--- src/hdl/rsu_pkg.sv ---
// Shared types and constants of the rotor substitution unit.
package rsu_pkg;

	localparam int ALPHABET_SIZE_DEF = 95;

	localparam int CMD_W = 3;
	localparam int SYM_W = 8;
	localparam int PORT_IDX_W = 7;

	localparam logic [SYM_W-1:0] FIRST_CODE = 8'd32;

	localparam logic [CMD_W-1:0] CMD_LOAD = 3'd0;
	localparam logic [CMD_W-1:0] CMD_ENCODE = 3'd1;
	localparam logic [CMD_W-1:0] CMD_DECODE = 3'd2;
	localparam logic [CMD_W-1:0] CMD_STEP_FWD = 3'd3;
	localparam logic [CMD_W-1:0] CMD_STEP_BACK = 3'd4;

	typedef enum logic [2:0] {
		ST_IDLE,
		ST_EXEC,
		ST_SEARCH,
		ST_TOP,
		ST_CAPT
	} rsu_state_t;

endpackage

--- src/hdl/rsu_ram.sv ---
// Generic RAM: one write port, two registered read ports.
module rsu_ram #(
	parameter int WIDTH = 8,
	parameter int DEPTH = 95
) (
	input  logic                     clk,
	input  logic                     we,
	input  logic [$clog2(DEPTH)-1:0] waddr,
	input  logic [WIDTH-1:0]         wdata,
	input  logic [$clog2(DEPTH)-1:0] raddr_a,
	input  logic [$clog2(DEPTH)-1:0] raddr_b,
	output logic [WIDTH-1:0]         rdata_a,
	output logic [WIDTH-1:0]         rdata_b
);

	logic [WIDTH-1:0] mem_q [DEPTH];
	logic [WIDTH-1:0] rdata_a_q;
	logic [WIDTH-1:0] rdata_b_q;

	always_ff @(posedge clk) begin
		if (we) begin
			mem_q[waddr] <= wdata;
		end
		rdata_a_q <= mem_q[raddr_a];
		rdata_b_q <= mem_q[raddr_b];
	end

	assign rdata_a = rdata_a_q;
	assign rdata_b = rdata_b_q;

endmodule

--- src/hdl/rotor_substitution_unit_core.sv ---
// Rotor substitution unit: wiring RAM, rotor position and search sequencer.
//
// channel | words                                           | handshake
// in      | command, symbol, load_index                     | in_valid / in_stall
// out     | result_symbol, matched, top_symbol, rotor_position | out_valid / out_stall
//
// Load, encode, step and unknown commands run through EXEC, TOP and CAPT to the result.
// Decode runs SEARCH between EXEC and TOP, until a hit or the middle; the two-port wiring RAM
// compares one entry from each end of the search per cycle.
// Reset clears the position to zero; the wiring RAM is not cleared.
// A new word is taken while a result waits; a stalled result holds the last step.
module rotor_substitution_unit_core import rsu_pkg::*; #(
	parameter int ALPHABET_SIZE = ALPHABET_SIZE_DEF
) (
	input  logic                  clk,
	input  logic                  arst_n,
	input  logic                  in_valid,
	output logic                  in_stall,
	input  logic [CMD_W-1:0]      command,
	input  logic [SYM_W-1:0]      symbol,
	input  logic [PORT_IDX_W-1:0] load_index,
	output logic                  out_valid,
	input  logic                  out_stall,
	output logic [SYM_W-1:0]      result_symbol,
	output logic                  matched,
	output logic [SYM_W-1:0]      top_symbol,
	output logic [PORT_IDX_W-1:0] rotor_position
);

	localparam int IDX_W = $clog2(ALPHABET_SIZE);
	localparam logic [IDX_W:0] N_EXT = (IDX_W+1)'(ALPHABET_SIZE);
	localparam logic [IDX_W-1:0] N_LAST = IDX_W'(ALPHABET_SIZE - 1);
	localparam logic [IDX_W-1:0] K_LAST = IDX_W'((ALPHABET_SIZE - 1) / 2);
	localparam logic [SYM_W:0] N_CMP = (SYM_W+1)'(ALPHABET_SIZE);

	function automatic logic [IDX_W-1:0] mod_add(input logic [IDX_W-1:0] a,
			input logic [IDX_W-1:0] b);
		logic [IDX_W:0] s;
		s = {1'b0, a} + {1'b0, b};
		if (s >= N_EXT) begin
			s = s - N_EXT;
		end
		return s[IDX_W-1:0];
	endfunction

	rsu_state_t state_q, state_nxt;

	logic [CMD_W-1:0]      cmd_q;
	logic [SYM_W-1:0]      sym_q;
	logic [PORT_IDX_W-1:0] idx_q;
	logic [IDX_W-1:0]      pos_q;
	logic [IDX_W-1:0]      k_q;
	logic [IDX_W-1:0]      kp_q;
	logic                  pend_q;
	logic [SYM_W-1:0]      res_q;
	logic                  hit_q;

	logic                  out_valid_q;
	logic [SYM_W-1:0]      res_out_q;
	logic                  hit_out_q;
	logic [SYM_W-1:0]      top_out_q;
	logic [PORT_IDX_W-1:0] pos_out_q;

	logic                  accept;
	logic                  out_free;
	logic                  out_load;
	logic                  ram_we;
	logic [IDX_W-1:0]      addr_a;
	logic [IDX_W-1:0]      addr_b;
	logic [SYM_W-1:0]      rd_a;
	logic [SYM_W-1:0]      rd_b;
	logic [SYM_W-1:0]      code_off;
	logic                  enc_ok;
	logic                  load_ok;
	logic [IDX_W-1:0]      code_idx;
	logic [IDX_W-1:0]      far_idx;
	logic                  hit_a;
	logic                  hit_b;

	assign accept   = in_valid && !in_stall;
	assign out_free = !out_valid_q || !out_stall;
	assign code_off = sym_q - FIRST_CODE;
	assign enc_ok   = (sym_q >= FIRST_CODE) && ({1'b0, code_off} < N_CMP);
	assign load_ok  = {2'b00, idx_q} < N_CMP;
	assign code_idx = IDX_W'(code_off);
	assign far_idx  = N_LAST - kp_q;
	assign hit_a    = rd_a == sym_q;
	assign hit_b    = rd_b == sym_q;

	rsu_ram #(
		.WIDTH (SYM_W),
		.DEPTH (ALPHABET_SIZE)
	) u_rsu_ram (
		.clk     (clk),
		.we      (ram_we),
		.waddr   (IDX_W'(idx_q)),
		.wdata   (sym_q),
		.raddr_a (addr_a),
		.raddr_b (addr_b),
		.rdata_a (rd_a),
		.rdata_b (rd_b)
	);

	always_comb begin
		state_nxt = state_q;
		unique case (state_q)
			ST_IDLE: begin
				if (accept) begin
					state_nxt = ST_EXEC;
				end
			end
			ST_EXEC: begin
				if (cmd_q == CMD_DECODE) begin
					state_nxt = ST_SEARCH;
				end else begin
					state_nxt = ST_TOP;
				end
			end
			ST_SEARCH: begin
				if (pend_q && (hit_a || hit_b || kp_q == K_LAST)) begin
					state_nxt = ST_TOP;
				end
			end
			ST_TOP: begin
				state_nxt = ST_CAPT;
			end
			ST_CAPT: begin
				if (out_free) begin
					state_nxt = ST_IDLE;
				end
			end
			default: begin
				state_nxt = ST_IDLE;
			end
		endcase
	end

	always_comb begin
		in_stall = 1'b1;
		ram_we   = 1'b0;
		out_load = 1'b0;
		addr_a   = pos_q;
		addr_b   = pos_q;
		unique case (state_q)
			ST_IDLE: begin
				in_stall = 1'b0;
			end
			ST_EXEC: begin
				ram_we = (cmd_q == CMD_LOAD) && load_ok;
			end
			ST_SEARCH: begin
				addr_a = mod_add(k_q, pos_q);
				addr_b = mod_add(N_LAST - k_q, pos_q);
			end
			ST_TOP: begin
				addr_b = enc_ok ? mod_add(code_idx, pos_q) : pos_q;
			end
			ST_CAPT: begin
				addr_b   = enc_ok ? mod_add(code_idx, pos_q) : pos_q;
				out_load = out_free;
			end
			default: begin
				in_stall = 1'b1;
			end
		endcase
	end

	always_ff @(posedge clk or negedge arst_n) begin
		if (!arst_n) begin
			state_q     <= ST_IDLE;
			pos_q       <= '0;
			pend_q      <= 1'b0;
			out_valid_q <= 1'b0;
		end else begin
			state_q <= state_nxt;
			if (state_q == ST_EXEC) begin
				pend_q <= 1'b0;
				unique case (cmd_q)
					CMD_STEP_FWD: begin
						pos_q <= (pos_q == N_LAST) ? '0 : pos_q + 1'b1;
					end
					CMD_STEP_BACK: begin
						pos_q <= (pos_q == '0) ? N_LAST : pos_q - 1'b1;
					end
					default: begin
						pos_q <= pos_q;
					end
				endcase
			end else if (state_q == ST_SEARCH) begin
				pend_q <= 1'b1;
			end
			if (out_load) begin
				out_valid_q <= 1'b1;
			end else if (!out_stall) begin
				out_valid_q <= 1'b0;
			end
		end
	end

	always_ff @(posedge clk) begin
		if (accept) begin
			cmd_q <= command;
			sym_q <= symbol;
			idx_q <= load_index;
		end
		unique case (state_q)
			ST_EXEC: begin
				res_q <= sym_q;
				hit_q <= 1'b0;
				k_q   <= '0;
			end
			ST_SEARCH: begin
				k_q  <= k_q + 1'b1;
				kp_q <= k_q;
				if (pend_q && hit_a) begin
					res_q <= FIRST_CODE + SYM_W'(kp_q);
					hit_q <= 1'b1;
				end else if (pend_q && hit_b) begin
					res_q <= FIRST_CODE + SYM_W'(far_idx);
					hit_q <= 1'b1;
				end
			end
			default: begin
				k_q <= k_q;
			end
		endcase
		if (out_load) begin
			if (cmd_q == CMD_ENCODE) begin
				res_out_q <= enc_ok ? rd_b : sym_q;
				hit_out_q <= enc_ok;
			end else begin
				res_out_q <= res_q;
				hit_out_q <= hit_q;
			end
			top_out_q <= rd_a;
			pos_out_q <= PORT_IDX_W'(pos_q);
		end
	end

	assign out_valid      = out_valid_q;
	assign result_symbol  = res_out_q;
	assign matched        = hit_out_q;
	assign top_symbol     = top_out_q;
	assign rotor_position = pos_out_q;

endmodule

--- config.mk ---
export PLATFORM = sky130hd
export DESIGN_NAME = rotor_substitution_unit_core
export DESIGN_NICKNAME = d
export VERILOG_FILES = /design/src/hdl/rsu_pkg.sv /design/src/hdl/rsu_ram.sv /design/src/hdl/rotor_substitution_unit_core.sv
export SDC_FILE = /design/constraint.sdc
export NUM_CORES = 2
export LEC_CHECK = 0
export CAP_MARGIN = 20
export CORE_MARGIN = 10
export CORE_UTILIZATION = 25
export CTS_BUF_LIST = sky130_fd_sc_hd__clkbuf_2 sky130_fd_sc_hd__clkbuf_4 sky130_fd_sc_hd__clkbuf_8
export DETAILED_ROUTE_END_ITERATION = 10
export DONT_BUFFER_PORTS = 1
export PLACE_DENSITY = 0.43
export SLEW_MARGIN = 20
export SYNTH_ARGS = -nofsm -noshare
export SYNTH_HDL_FRONTEND = slang
export SYNTH_HIERARCHICAL = 1
export SYNTH_SLANG_ARGS = --single-unit
--- constraint.sdc ---
create_clock -name clk -period 6.3 [get_ports clk]
set_input_delay 0.315 -clock clk [delete_from_list [all_inputs] [get_ports clk]]
set_output_delay 0.315 -clock clk [all_outputs]
set_load 0.02 [all_outputs]
# Word-level counts from Yosys, hierarchy flattened
# Memory sizes are Yosys's and may differ from the RTL's. A register that Yosys moved wholly into a read port is not among the register bits.
# Cells that the tools add are included.
# op_classes
div_mod_pow	0
mul	0
n_lt_le_gt_ge	6
n_shift	0
n_addsub	14
reduce_logical	20
mux	33
bitwise	0
n_eq_ne	17
# ops
cell	n
7-bit two-way mux	7
7-bit one-hot mux with 2 select lines	3
8-bit two-way mux	4
7-bit by 7-bit adder with 8-bit output	3
8-bit by 7-bit >= comparator with 1-bit output (second input constant)	3
7-bit subtractor (second input constant)	3
6-bit by 7-bit adder with 8-bit output (first input constant)	2
8-bit equality test	2
8-bit one-hot mux with 2 select lines	1
3-bit one-hot mux with 5 select lines	1
7-bit by 1-bit adder with 7-bit output (second input constant)	2
7-bit subtractor (first input constant)	2
1-bit two-way mux	13
3-bit by 2-bit equality test with 1-bit output (second input constant)	4
3-bit two-way mux	3
8-bit by 6-bit >= comparator with 1-bit output (second input constant)	1
8-bit by 7-bit less-than comparator with 1-bit output (second input constant)	1
8-bit by 6-bit subtractor with 8-bit output (second input constant)	1
7-bit by 6-bit equality test with 1-bit output (second input constant)	1
7-bit equality test (second input constant)	1
7-bit zero test	1
7-bit less-than comparator (second input constant)	1
7-bit by 1-bit subtractor with 7-bit output (second input constant)	1
3-bit by 1-bit equality test with 1-bit output (second input constant)	2
13 further kinds	27
# word_totals
mem_count	1
latch_bits	0
output_inout_bits	26
word_cells	106
ram_bits	760
rom_bits	0
input_bits	22
register_bits	77
# memory_table
name	words	word_bits	read_ports	rd_clocked_by_memory_dff	write_ports	line_no	rtl
u_rsu_ram.mem_q	95	8	2	2	1	rsu_ram.sv:16	logic [WIDTH-1:0] mem_q [DEPTH];

# Depth between registers and ports, before layout
# logic_depth
depth_word	6
ltp_mapped	23
ltp_nobuf	19

# Cells and area by module
# The synthesis kept the hierarchy.
# modules_own_cells
mod	seq_area_each_um2	n_inst	cells_each	area_each_um2
rsu_ram	23142.2	1	1871	36157.2
rotor_substitution_unit_core	2252.2	1	539	5260.0

# Worst setup path after synthesis
# Ideal clock, no wire load.
# synth_timing
path_type	register to register
startpoint	register sym_q[0]
endpoint	register u_rsu_ram.rdata_b_q[2] (netlist: u_rsu_ram/rdata_b[2]), read port of u_rsu_ram.mem_q
arrival_time_ns	5.347
stages_incl_launch_ff	19
setup_time_ns	0.129
period_less_slack_ns	5.476
t_required_ns	6.171
n_path_buf	3
setup_slack_ns	0.824
cell_sequence	edfxtp_1 > ha_1 > inv_1 > fa_1 > inv_1 > ha_1 > and2_1 > a32o_2 > a21oi_4 > mux2_4 > a211oi_2 > o21ai_1 > buf_2 > buf_4 > buf_2 > mux4_2 > mux4_2 > a22oi_1 > o211ai_1
# synth_via
elab_chain_cells	6
word_cells_on_any_way	10
cone_classes	3 x add/sub; 3 x order compare; 3 x mux; 1 x reduce/logical
# synth_lines
element	line_no	rtl
start: declaration	rotor_substitution_unit_core.sv:49	logic [SYM_W-1:0] sym_q;
start signal: assignment	rotor_substitution_unit_core.sv:203	sym_q <= symbol;
8-bit by 6-bit subtractor with 8-bit output	rotor_substitution_unit_core.sv:82	assign code_off = sym_q - FIRST_CODE;
7-bit by 7-bit adder with 8-bit output	rotor_substitution_unit_core.sv:39	s = {1'b0, a} + {1'b0, b};
7-bit subtractor or 8-bit by 7-bit >= comparator with 1-bit output (tied branches)	rotor_substitution_unit_core.sv:41, rotor_substitution_unit_core.sv:40	
7-bit two-way mux	rotor_substitution_unit_core.sv:40	if (s >= N_EXT) begin
7-bit two-way mux (*)	rotor_substitution_unit_core.sv:159	addr_b = enc_ok ? mod_add(code_idx, pos_q) : pos_q;
7-bit one-hot mux with 2 select lines (*)	rotor_substitution_unit_core.sv:144	unique case (state_q)
net addr_b[1]	rotor_substitution_unit_core.sv:69	logic [IDX_W-1:0] addr_b;
end: declaration	rsu_ram.sv:18	logic [WIDTH-1:0] rdata_b_q;
# Mark *: on every way through the listed nets, which the timed path passes. The rest lies on a longest branch.
# A chain may end at the register's enable or synchronous reset.

# Worst setup path in the final report
# layout_timing
startpoint	register sym_q[5]
endpoint	register u_rsu_ram.rdata_b_q[4] (netlist: u_rsu_ram/rdata_b[4]), read port of u_rsu_ram.mem_q
# layout_via
elab_chain_cells	6
word_cells_on_any_way	10
cone_classes	3 x add/sub; 3 x order compare; 3 x mux; 1 x reduce/logical
# layout_lines
element	line_no
8-bit by 6-bit subtractor with 8-bit output	rotor_substitution_unit_core.sv:82
7-bit by 7-bit adder with 8-bit output	rotor_substitution_unit_core.sv:39
8-bit by 7-bit >= comparator with 1-bit output	rotor_substitution_unit_core.sv:40
7-bit two-way mux	rotor_substitution_unit_core.sv:40
7-bit two-way mux (*)	rotor_substitution_unit_core.sv:159
7-bit one-hot mux with 2 select lines (*)	rotor_substitution_unit_core.sv:144
net addr_b[1]	rotor_substitution_unit_core.sv:69
# Marked as above.

==> results.md <==
* Status: finished, final reports clean
* Largest net degree at the start of global routing at 100
* Slowest cell on the critical path: edfxtp_1
* CTS max path bufs at 3
* Via count at 25.4k
* CP max stage delay at 0.76 ns
* P&R area growth vs syn at 16.3%
* Total gr overflow at 0
* Number of port buffers at 0
* Worst Reg-to-Reg Cells at 18
* Worst-Skew Late Latency at 0.89 ns
* Die ar. at 182000 µm²
* First-pass GRT wire length at 202000 µm
* Drt first pass iters at 6
* Seq/Total Area, Yosys at 61.3%
* Most frequent cells in the layout: edfxtp_1, mux4_2, clkbuf_8
* Vias in the first global route at 25.9k
* Max_cap viols at 0
* Final setup violation count at 0
* CP arrival at 6.78 ns
* Min Clock Period, post-route at 6.03 ns
* Max Clock Freq at 166 MHz
* EDFF count, synth at 825
* Sum of negative setup slack at 0 ns
* Final WL at 143000 µm
* Gpl congestion at 0.853
* Worst Setup End Kind: flop
* DRC errors left at 0
* CP dominant cell by count: inv_1
* DR vias/cell at 5.16
* Die Y at 427 µm
* Synth Instances at 2410
* Antenna viol nets, final at 0
* DR WL/cell at 29.2 µm
* Hold Path Depth at 1
* Dpl hpwl at 99400 µm
* Syn_nets at 2467
* Slew headroom at 20.5%
* Yosys cell types at 74
* GRT Total Usage at 15.5%
* Initial Util at 25.1%
* Hold Crit Class: in -> reg
* DR iter-0 viols at 2681
* Clock transition at path regs at 0.06 ns
* Final number of hold-violating endpoints at 0
* Core area at 165000 µm²
* Startpoint types: flop
* Synth Flop Type: edfxtp_1
* Mapped Area at 41400 µm²
* Setup CP Type: reg -> reg
* Yosys Warn Count at 6
* Unrepaired setup endpoints after global routing: no
* Tcrit/Tclk final at 95.8%
* Fraction of registers with async set/reset at 1.41%
* Total CTS buffers at 156
* Slew @ Worst Pin at 1.19 ns
* H-Tree Depth at 4
* Slew Viols, Final at 0
* Most common cell after layout, fill and taps aside: edfxtp_1
* Final instance area at 48200 µm²
* Die X at 427 µm
* Critical path, cell by cell: inv_1 > ha_1 > inv_1 > ha_1 > inv_1 > nor3_1 > a221oi_1 > nand2_1 > a21oi_4 > mux2_4 > a211oi_2 > o21ai_4 > buf_4 > mux4_2 > o22ai_1 > a2111oi_0 > nand3_1 > nand3_1
* Initial antenna violation count at 3
* FF-to-FF setup slack at 0.27 ns
* Placed Area at 44700 µm²
* CTS tree: done
* Cell row count at 149
* CP Max Fanout at 14
* Clock Skew at 0.0397 ns
* Clock sink total at 853
* Nets at 2642
* CTS Root Cell: clkbuf_8
* Critical Path RT at 7.05 ns
* Flops & latches, synth at 853
* Postcts setup bufs at 0
* Share of cells above drive strength 1 at 30.7%
* # IOs at 48
* Syn Area/Cell at 17.2 µm²
[area by class of cell]
cell class              count  area, µm²
well taps                2189       2740
clock buffers             207       2570
inverters                  35        131
repair buffers            170       1630
fillers                 16300     117000
diodes                      6       15.0
multi-input cells        1369      15200
clock inverters            81        507
flip-flops and latches    853      25400
[final timing paths]
check / from / end
setup / recovery: sym_q[5]$_DFFE_PP_ / u_rsu_ram/rdata_b[4]$_DFF_P_
hold / removal: symbol[2] / sym_q[2]$_DFFE_PP_
setup reg to reg: sym_q[5]$_DFFE_PP_ / u_rsu_ram/rdata_b[4]$_DFF_P_
hold reg to reg: state_q[2]$_DFFE_PN0P_ / state_q[0]$_DFFE_PN0P_
max in group asynchronous: arst_n / out_valid$_DFFE_PN0P_
min in group asynchronous: arst_n / pos_q[0]$_DFFE_PN0P_
[cells in the mapped netlist, types with 24 or more instances]
cell      instances  share of area [%]
a21oi_1          43               0.52
a22oi_1          27               0.49
buf_2            46               0.56
buf_4            30               0.54
clkbuf_1         52               0.47
edfxtp_1        825                 60
ha_1             32               0.97
inv_1            32               0.29
mux2i_1          90                2.2
mux4_2          373                 20
nand2_1         116                1.1
nand2b_1         30               0.45
nand3_1          51               0.62
nor2_1          157                1.4
nor2b_1          24               0.36
nor3_1           31               0.37
o21ai_0          62               0.75
o22ai_1          47               0.71
xor2_1           26               0.55
[metrics by stage]
stage	utilization, %	hold WS [ns]	std cells	setup WS (ns)
6_report	29.2	0.0884	4910	0.267
5_1_grt	29.2	0.0440	4905	0.0248
4_1_cts	29.2	0.00337	4901	0.115
3_5_place_dp	27.1	0.0206	4579	0.157
3_3_place_gp	27.1	0.0202	4578	0.219
2_1_floorplan	-	0.0194	2410	0.824
[flip-flops by register name (all words and copies together), names as in the netlist]
| signal | flops |
|---|---|
| cmd_q | 3 |
| hit_q | 1 |
| idx_q | 7 |
| k_q | 7 |
| kp_q | 7 |
| matched | 1 |
| out_valid | 1 |
| pend_q | 1 |
| pos_q | 7 |
| res_q | 8 |
| result_symbol | 8 |
| rotor_position | 7 |
| state_q | 3 |
| sym_q | 8 |
| top_symbol | 8 |
| u_rsu_ram/mem_q | 760 |
| u_rsu_ram/rdata_a | 8 |
| u_rsu_ram/rdata_b | 8 |
[kinds of logic (layout without fill, tap and decap cells)]
| kind of cell | Yosys count | count (layout) | synth area share [%] |
|---|---|---|---|
| simple gates | 490 | 490 | 5.64 |
| buf+inv | 188 | 493 | 2.39 |
| compound gates | 311 | 311 | 5.20 |
| xor+xnor | 47 | 47 | 0.994 |
| fa+ha+maj | 35 | 35 | 1.11 |
| flops | 853 | 853 | 61.3 |
| other cells | 0 | 6 | 0 |
| mux | 486 | 486 | 23.3 |
[repair_timing]
action	4_1_cts	5_1_grt
hold buffers	34	0
endpoints found under the setup margin	0	1
gates resized for setup	0	1
endpoints found under the hold margin	75	0
[metal layers]
layer  GRT usage (%)  vias up  share of wire [%]
met5               0        -                  0
met4            5.75        0                3.6
met2            24.8     1183                 47
li1                -    10400                  -
met3            2.92      240                7.0
met1            20.8    13500                 42
[worst max-delay path: cells and delay by family (launching register included)]
kind	cells	cell delay, ns
AO/OA/AOI/OAI	6	2.06
buffers and inverters	4	0.81
flip-flops	1	0.76
multiplexers	2	0.76
adder cells (fa/ha/maj)	2	0.74
AND/OR/NAND/NOR	4	0.71
Power is left out: the tool's default activity adds up to more than one toggle a clock period on the data nets, which glitch-free logic cannot reach.
